### src/rtl/miller_rabin_prime_test_defines.svh
`ifndef MILLER_RABIN_PRIME_TEST_DEFINES_SVH
`define MILLER_RABIN_PRIME_TEST_DEFINES_SVH
// implication checked on every clock edge out of reset
`define MRPT_ASSERT_IMP(label, ante, cons) \
    label: assert property (@(posedge clk) disable iff (!rst_n) (ante) |-> (cons)) \
        else $error("assertion failed");
// next-cycle implication
`define MRPT_ASSERT_NEXT(label, ante, cons) \
    label: assert property (@(posedge clk) disable iff (!rst_n) (ante) |=> (cons)) \
        else $error("assertion failed");
`endif

### src/rtl/mrpt_pkg.sv
package mrpt_pkg;

    localparam int NumberWidth = 64;
    localparam int BitCntWidth = $clog2(NumberWidth + 1);
    localparam int BaseCount = 12;
    localparam int BaseIdxWidth = $clog2(BaseCount);

    typedef logic [NumberWidth-1:0] word_t;
    typedef logic [BitCntWidth-1:0] bitcnt_t;
    typedef logic [BaseIdxWidth-1:0] base_idx_t;

    typedef enum logic [1:0] {
        MUL_IDLE,
        MUL_DOUBLE,
        MUL_ADD,
        MUL_DONE
    } mul_state_t;

    typedef enum logic [3:0] {
        ST_IDLE,
        ST_SPLIT,
        ST_BASE,
        ST_EXP_MUL,
        ST_EXP_SQR,
        ST_EXP_NEXT,
        ST_CHECK,
        ST_SQR_LOOP,
        ST_SQR_CHECK,
        ST_RESULT
    } ctl_state_t;

    typedef struct packed {
        logic start;
    } mul_req_t;

    typedef struct packed {
        logic busy;
        logic done;
    } mul_rsp_t;

    function automatic word_t base_value(base_idx_t idx);
        word_t v;
        unique case (idx)
            4'd0:    v = word_t'(2);
            4'd1:    v = word_t'(3);
            4'd2:    v = word_t'(5);
            4'd3:    v = word_t'(7);
            4'd4:    v = word_t'(11);
            4'd5:    v = word_t'(13);
            4'd6:    v = word_t'(17);
            4'd7:    v = word_t'(19);
            4'd8:    v = word_t'(23);
            4'd9:    v = word_t'(29);
            4'd10:   v = word_t'(31);
            4'd11:   v = word_t'(37);
            default: v = word_t'(2);
        endcase
        return v;
    endfunction

endpackage

### src/rtl/mrpt_mulmod.sv
`include "miller_rabin_prime_test_defines.svh"

module mrpt_mulmod (
    input  logic                  clk,
    input  logic                  rst_n,
    input  mrpt_pkg::mul_req_t    req,
    input  mrpt_pkg::word_t       x,
    input  mrpt_pkg::word_t       y,
    input  mrpt_pkg::word_t       m,
    output mrpt_pkg::mul_rsp_t    rsp,
    output mrpt_pkg::word_t       product
);

    mrpt_pkg::mul_state_t state_reg, state_next;
    mrpt_pkg::word_t acc_reg, acc_next;
    mrpt_pkg::word_t x_reg, x_next;
    mrpt_pkg::word_t y_reg, y_next;
    mrpt_pkg::word_t m_reg, m_next;
    mrpt_pkg::bitcnt_t cnt_reg, cnt_next;
    mrpt_pkg::word_t addend;
    mrpt_pkg::word_t room;
    mrpt_pkg::word_t add_res;

    always_comb
    begin
        addend  = (state_reg == mrpt_pkg::MUL_DOUBLE) ? acc_reg : x_reg;
        room    = m_reg - addend;
        add_res = (acc_reg >= room) ? (acc_reg - room) : (acc_reg + addend);
    end

    always_comb
    begin
        state_next = state_reg;
        unique case (state_reg)
            mrpt_pkg::MUL_IDLE:
                if (req.start)
                begin
                    state_next = mrpt_pkg::MUL_DOUBLE;
                end
            mrpt_pkg::MUL_DOUBLE:
                if (y_reg[mrpt_pkg::NumberWidth-1])
                begin
                    state_next = mrpt_pkg::MUL_ADD;
                end
                else if (cnt_reg == mrpt_pkg::bitcnt_t'(1))
                begin
                    state_next = mrpt_pkg::MUL_DONE;
                end
            mrpt_pkg::MUL_ADD:
                if (cnt_reg == mrpt_pkg::bitcnt_t'(1))
                begin
                    state_next = mrpt_pkg::MUL_DONE;
                end
                else
                begin
                    state_next = mrpt_pkg::MUL_DOUBLE;
                end
            mrpt_pkg::MUL_DONE:
                state_next = mrpt_pkg::MUL_IDLE;
            default:
                state_next = mrpt_pkg::MUL_IDLE;
        endcase
    end

    always_comb
    begin
        acc_next = acc_reg;
        x_next   = x_reg;
        y_next   = y_reg;
        m_next   = m_reg;
        cnt_next = cnt_reg;
        unique case (state_reg)
            mrpt_pkg::MUL_IDLE:
                if (req.start)
                begin
                    acc_next = '0;
                    x_next   = x;
                    y_next   = y;
                    m_next   = m;
                    cnt_next = mrpt_pkg::bitcnt_t'(mrpt_pkg::NumberWidth);
                end
            mrpt_pkg::MUL_DOUBLE:
            begin
                acc_next = add_res;
                if (!y_reg[mrpt_pkg::NumberWidth-1])
                begin
                    y_next   = y_reg << 1;
                    cnt_next = cnt_reg - mrpt_pkg::bitcnt_t'(1);
                end
            end
            mrpt_pkg::MUL_ADD:
            begin
                acc_next = add_res;
                y_next   = y_reg << 1;
                cnt_next = cnt_reg - mrpt_pkg::bitcnt_t'(1);
            end
            default:
            begin
            end
        endcase
    end

    always_ff @(posedge clk or negedge rst_n)
    begin
        if (!rst_n)
        begin
            state_reg <= mrpt_pkg::MUL_IDLE;
            cnt_reg   <= '0;
        end
        else
        begin
            state_reg <= state_next;
            cnt_reg   <= cnt_next;
        end
    end

    always_ff @(posedge clk)
    begin
        acc_reg <= acc_next;
        x_reg   <= x_next;
        y_reg   <= y_next;
        m_reg   <= m_next;
    end

    assign rsp.busy = (state_reg != mrpt_pkg::MUL_IDLE);
    assign rsp.done = (state_reg == mrpt_pkg::MUL_DONE);
    assign product  = acc_reg;

    `MRPT_ASSERT_NEXT(a_done_idle, state_reg == mrpt_pkg::MUL_DONE,
        state_reg == mrpt_pkg::MUL_IDLE)
    `MRPT_ASSERT_IMP(a_add_count, state_reg == mrpt_pkg::MUL_ADD,
        cnt_reg != mrpt_pkg::bitcnt_t'(0))
    `MRPT_ASSERT_NEXT(a_start, state_reg == mrpt_pkg::MUL_IDLE && req.start,
        state_reg == mrpt_pkg::MUL_DOUBLE)

endmodule

### config.mk
export PLATFORM = sky130hd
export DESIGN_NAME = mrpt_mulmod
export DESIGN_NICKNAME = d
export VERILOG_FILES = /design/src/rtl/mrpt_pkg.sv /design/src/rtl/mrpt_mulmod.sv
export VERILOG_INCLUDE_DIRS = /design/src /design/src/rtl
export SDC_FILE = /design/constraint.sdc
export NUM_CORES = 1
export LEC_CHECK = 0
export ABC_AREA = 1
export BUFFER_PORTS_ARGS = -buffer_cell sky130_fd_sc_hd__buf_2
export CAP_MARGIN = 5
export CORE_UTILIZATION = 45
export DETAILED_ROUTE_END_ITERATION = 10
export GPL_TIMING_DRIVEN = 0
export HOLD_SLACK_MARGIN = 0.08
export MAX_ROUTING_LAYER = met4
export PLACE_DENSITY = 0.72
export SKIP_LAST_GASP = 1
export SLEW_MARGIN = 20
export SYNTH_ARGS = -nofsm -noshare
export SYNTH_HDL_FRONTEND = slang
export SYNTH_SLANG_ARGS = --single-unit
### constraint.sdc
create_clock -name clk -period 10.8 [get_ports clk]
set_input_delay 2.7 -clock clk [delete_from_list [all_inputs] [get_ports clk]]
set_output_delay 2.7 -clock clk [all_outputs]
set_load 0.05 [all_outputs]
Yosys cells after proc, flatten, opt, wreduce, memory -nomap -nowiden

Index checks and enable logic that the tools add are counted.

Bits in registers: 265
Bits in latches: 0
Memory bits (writable): 0
Memory bits (read-only): 0
Word-level logic and storage cells: 44
Memories kept: 0

$add $sub $neg: 4
Multiply operators: 0
Div/mod/pow operators: 0
Magnitude comparators: 1
Equal/unequal tests: 7
Shifts and indexed selects: 0
Mux-type cells: 15
Bitwise operators: 0
Reduce and logical (&&, ||, !) cells: 10

Operators by type and width:

| kind                                                   | count |
|---|---|
| 2-to-1 mux 64 bit                                      | 5 |
| case mux 64 bit (3 select lines)                       | 1 |
| case mux 64 bit (2 select lines)                       | 1 |
| subtractor 64 bit                                      | 2 |
| adder 64 bit                                           | 1 |
| >= comparator 64 bit                                   | 1 |
| case mux 7 bit (3 select lines)                        | 1 |
| 2-to-1 mux 7 bit                                       | 2 |
| 2-to-1 mux 2 bit                                       | 4 |
| case mux 2 bit (4 select lines)                        | 1 |
| AND reduction 2 bit                                    | 4 |
| equality test 7 x 1 -> 1 bit (second input constant)   | 1 |
| subtractor 7 x 1 -> 7 bit (second input constant)      | 1 |
| equality test 2 bit (second input constant)            | 2 |
| inequality test 2 bit (second input constant)          | 2 |
| nonzero test 2 bit                                     | 2 |
| inequality test 3 x 2 -> 1 bit (second input constant) | 1 |
| AND reduction 3 bit                                    | 1 |
| nonzero test 3 bit                                     | 1 |
| equality test 2 x 1 -> 1 bit (second input constant)   | 1 |
| logical NOT 2 bit                                      | 1 |
| OR reduction 2 bit                                     | 1 |

Longest topological paths before layout

Depth in word-level cells: 6
Depth in mapped cells: 38
Gate-level depth less buffers: 35

Worst setup path before layout

No wires, ideal clock.

Path kind: input-to-reg
Start point: input req
End point: register cnt_reg[4]
Library setup time: 135 ps
Data arrival time: 8085 ps
Data required time: 10665 ps
Slack: 2581 ps
Cell stages on the path: 8
Cells stage by stage: nor2_1 -> nor2_1 -> nand2_1 -> inv_1 -> nand2_1 -> or2_2 -> nor3_1 -> nor3_1

Word-level cells in the longest chain between the ends: 2

Ends and longest elaborated chain:

| element                                | RTL line           | RTL |
|---|---|---|
| from (decl)                            | mrpt_mulmod.sv:6   | `input mrpt_pkg::mul_req_t req,` |
| inequality test 2 bit (no source line) | n/a                |  |
| AND reduction 3 bit (no source line)   | n/a                |  |
| to (signal assigned)                   | mrpt_mulmod.sv:113 | `cnt_reg <= cnt_next;` |
| to (decl)                              | mrpt_mulmod.sv:19  | `mrpt_pkg::bitcnt_t cnt_reg, cnt_next;` |

Every way passes these cells.
A chain may end at the register's enable or synchronous reset.

Worst setup path in the final report

Start point: register state_reg[1]
End point: register acc_reg[51] (netlist: product[51]) (data pin)

Word-level cells in the longest chain between the ends: 6

Ends and longest elaborated chain:

| element                                                          | RTL line                             | RTL |
|---|---|---|
| from (decl)                                                      | mrpt_mulmod.sv:14                    | `mrpt_pkg::mul_state_t state_reg, state_next;` |
| from (signal assigned)                                           | mrpt_mulmod.sv:107                   | `state_reg <= mrpt_pkg::MUL_IDLE;` |
| from (signal assigned)                                           | mrpt_mulmod.sv:112                   | `state_reg <= state_next;` |
| equality test 2 x 1 -> 1 bit                                     | mrpt_mulmod.sv:26, mrpt_mulmod.sv:72 |  |
| 2-to-1 mux 64 bit                                                | mrpt_mulmod.sv:26                    | `addend = (state_reg == mrpt_pkg::MUL_DOUBLE) ? acc_reg : x_reg;` |
| subtractor 64 bit                                                | mrpt_mulmod.sv:27                    | `room = m_reg - addend;` |
| subtractor 64 bit / >= comparator 64 bit (equally long branches) | mrpt_mulmod.sv:28                    | `add_res = (acc_reg >= room) ? (acc_reg - room) : (acc_reg + addend);` |
| 2-to-1 mux 64 bit                                                | mrpt_mulmod.sv:28                    |  |
| case mux 64 bit (2 select lines) (*)                             | mrpt_mulmod.sv:72                    | `unique case (state_reg)` |
| to (signal assigned)                                             | mrpt_mulmod.sv:119                   | `acc_reg <= acc_next;` |
| to (decl)                                                        | mrpt_mulmod.sv:15                    | `mrpt_pkg::word_t acc_reg, acc_next;` |

Every way passes the cells marked *; elsewhere a longest branch is shown, timed or not.

==> impl_summary.log <==
INFO  metric clkLatencyLatePin = between 0.6 and 0.7 ns
INFO  metric rr_worst_depth = 29
INFO  metric detailedRoute.firstIterationViolations = between 2000 and 3000
INFO  metric synth.lib_cells_used.distinct = 36
INFO  metric slowest_delay = roughly 0.50 ns
INFO  metric syn_avg_cell_area = approximately 6 µm²
INFO  metric synth.yosys.seq_area_share = between 20 and 30%
INFO  metric timing_worst_setup_path_type = reg -> reg
INFO  metric grt_first_pass_wirelength = about 160000 µm
INFO  metric combinational_family_with_the_most_area_after_synthesis = simple AND/OR/NAND/NOR gates
INFO  metric min_delay_path_depth = 2
INFO  metric post_synth_xor_area_fraction = under 10%
INFO  metric totalNegativeSetupSlack = 0 ns
INFO  metric drv_slew = 0
INFO  metric groute.usage.overall = around two fifths
INFO  metric number_of_antenna_violations_at_the_first_check_in_global_routing = 4
INFO  metric number_of_sinks_driven_by_the_clock_tree = ~270
INFO  metric synth_fa_ha_area_share = under 10%
INFO  metric min-delay-path-class = reg -> reg
INFO  metric fin_skew = 0.0268 ns
INFO  metric fillerInstances = 6385
INFO  metric i_o_pins = ~260
INFO  metric postLayoutCoreUtil = 51.5%
INFO  metric place_hpwl = ~99000 µm
INFO  metric dpl-instance-area = between 20000 and 30000 µm²
INFO  metric first_pass_iteration_count_of_the_detailed_router = 6
INFO  metric critical_path.most_common_cell = nand2_1
INFO  metric fp-row-count = 89
INFO  metric cts-hold-fix-buffers = 0
INFO  metric finalCriticalPeriod = approximately 8 ns
INFO  metric routed_wire_length_per_instance = about 21 µm
INFO  metric via_count_of_the_first_global_routing_pass = approximately 27000
INFO  metric dieWidth = approximately 250 µm
INFO  metric synthCells = ~4400
INFO  metric finalNetCount = 5104
INFO  metric finished_layout_cell_area = 30600 µm²
INFO  metric max_freq = 123 MHz
INFO  metric crit_buf_inv = 7
INFO  metric drv_cap = 0
INFO  metric relSlewSlack = about a fifth
INFO  metric post-cts-setup-buffer-count = 0
INFO  metric synth.area.mux_share = 0%
INFO  metric post-route-drc-count = 0
INFO  metric capturing_element_type_of_the_critical_path = flop
INFO  metric cp_top_family = simple AND/OR/NAND/NOR gates
INFO  metric clock-root-buffer = clkbuf_16
INFO  metric synth.net_count = 4807
INFO  metric cts_tree = done
INFO  metric crit_arrival = ~8.6 ns
INFO  metric timing.reg2reg.setup_slack = 2.65 ns
INFO  metric yosys_warnings = 0
INFO  metric worst_setup_slack_after_layout = between 2 and 3 ns
INFO  metric vias_per_cell = ~5.3
INFO  metric synth.ff_latch_count = 265
INFO  metric rsz0062_at_grt = no
INFO  metric floorplan_core_area = slightly below 60000 µm²
INFO  metric worst-slew-pin-transition = ~1.2 ns
INFO  metric cp.depth = 29
INFO  metric numPortBuffers = 260
INFO  metric synth-async-reset-ratio = under 10%
INFO  metric setup_viol_count_final = 0
INFO  metric worst_path_max_delay_cell = buf_2
INFO  metric synth_simple_gate_area_share = roughly 37%
INFO  metric cts_repair_resize_count = 0
INFO  metric synth_enable_flop_cells = 256
INFO  metric predominant_post_synthesis_flop_cell = edfxtp_1
INFO  metric clkTransAtPathRegs = roughly 0.060 ns
INFO  metric grt_max_degree = 70
INFO  metric detailroute.via_count = approximately 29000
INFO  metric grt_overflow_total = 0
INFO  metric globalplace.congestion = 1.03
INFO  metric cts_buffers = 31
INFO  metric critical_path.startpoint_type = flop
INFO  metric netlist_area = approximately 27000 µm²
INFO  metric final_layout_size_suffix_gt1_share = under 10%
INFO  metric sequential_cell_area = between 7000 and 8000 µm²
INFO  metric initial_utilization = between 40% and 50%
INFO  metric postRouteAntennaNets = 0
INFO  metric synth_compound_gate_area_share = 8.35%
INFO  metric ctsLongestPathBuffers = 3
INFO  metric htreeDepth = 1
INFO  metric path_max_fanout = 10
INFO  metric multi_input_comb_area = ~16000 µm²
INFO  metric drt_wl_total = 115000 µm
INFO  metric placement.setup.worst_slack = a little under 3 ns
INFO  metric fp.dieH = approximately 250 µm
INFO  metric min_period_over_period = 75.5%
INFO  metric synthToLayoutAreaGrowth = 12.4%
INFO  metric total_die_area = approximately 60000 µm²
INFO  metric final-hold-violation-count = 0
INFO  metric worstPathRequired = ~11 ns
INFO  metric outcome = finished, final reports clean
## final timing paths
path                         startpoint          end
min reg2reg                  cnt_reg[6]   cnt_reg[6]
max                        state_reg[1]  product[51]
min                          cnt_reg[6]   cnt_reg[6]
max in group asynchronous         rst_n   cnt_reg[2]
max reg2reg                state_reg[1]  product[51]
min in group asynchronous         rst_n   cnt_reg[4]
## layout make-up
class                      instances  area share (%)
multi-input combinational       3194            51.4
sequential                       265            25.8
inverter                         900            11.1
timing repair buffer             264            4.58
tap                              773            3.16
clock buffer                      40            2.64
buffer                            53           0.792
clock inverter                    17           0.568
antenna                            4          0.0327
## cell usage in the layout, fill, tap and decap left out, types with 4 or more instances in the layout
| master | netlist | final |
|---|---|---|
| nand2_1 | 1606 | 1606 |
| inv_1 | 896 | 894 |
| nor2_1 | 413 | 412 |
| buf_2 | 8 | 268 |
| edfxtp_1 | 256 | 256 |
| nand3_1 | 247 | 247 |
| a21oi_1 | 221 | 221 |
| ha_1 | 197 | 197 |
| o21ai_0 | 172 | 166 |
| xor2_1 | 82 | 82 |
| clkbuf_1 | 39 | 48 |
| nand3b_1 | 47 | 47 |
| nor3_1 | 43 | 43 |
| nand4_1 | 34 | 34 |
| clkbuf_16 | 0 | 31 |
| xnor2_1 | 25 | 25 |
| nor4_1 | 19 | 19 |
| or2_2 | 14 | 14 |
| o21bai_1 | 11 | 11 |
| and3_1 | 11 | 11 |
| o21a_1 | 9 | 9 |
| dfrtp_1 | 9 | 9 |
| a31oi_1 | 8 | 8 |
| nand2_2 | 7 | 7 |
| o21ai_1 | 0 | 6 |
| clkinv_2 | 0 | 6 |
| nor2_2 | 5 | 5 |
| a21oi_2 | 5 | 5 |
| clkinv_1 | 0 | 5 |
| diode_2 | 0 | 4 |
| inv_2 | 4 | 4 |
| a21o_1 | 4 | 4 |
| and2_1 | 4 | 4 |
## routing by layer
| metal | routed length [µm] | part of all wire, % | global-route usage [%] | up-vias |
|---|---|---|---|---|
| met5 | 0 | 0 | - | - |
| li1 | - | - | - | 14405 |
| met2 | 50600 | 44 | 59.0 | 1279 |
| met4 | 5780 | 5.0 | 16.2 | 0 |
| met3 | 10500 | 9.1 | 6.95 | 220 |
| met1 | 48500 | 42 | 48.4 | 13160 |
## worst register-to-register path: cells and delay by family (launching register included)
kind,cells,cell delay (ns)
AOI/OAI and AO/OA,4,1.07
xor gates and xnor gates,1,0.42
adders and majority gates,4,1.21
buffers and inverters,7,2.22
DFF,1,0.39
and+or+nand+nor,13,2.66
## synth_stat cells, drive strengths merged (25+ instances only)
| cell type | instances | area, µm² |
|---|---|---|
| inv | 900 | 3380 |
| nand3b | 47 | 353 |
| edfxtp | 256 | 7690 |
| a21oi | 226 | 1150 |
| xnor2 | 25 | 219 |
| nor2 | 418 | 1580 |
| ha | 197 | 2460 |
| nand4 | 34 | 213 |
| nor3 | 44 | 225 |
| clkbuf | 39 | 146 |
| o21ai | 172 | 861 |
| nand2 | 1613 | 6070 |
| xor2 | 82 | 718 |
| nand3 | 248 | 1250 |
## cells by family (layout without fill, tap and decap cells)
logic type               count (synthesis)  in the layout
AND/OR/NAND/NOR                       2452           2452
other                                    0              4
adder cells (fa/ha/maj)                200            200
AO/OA/AOI/OAI                          435            435
XOR/XNOR                               107            107
flip-flops                             265            265
buffers and inverters                  953           1274
## stage by stage
step / hold WS (ns) / instances
6_report: 0.528 / 5510
2_1_floorplan: 0.486 / 4412
3_3_place_gp: 0.501 / 5445
3_5_place_dp: 0.510 / 5449
5_1_grt: 0.565 / 5509
4_1_cts: 0.524 / 5506
Power is left out: the tool's default activity adds up to more than one toggle a clock period on the data nets, which glitch-free logic cannot reach.
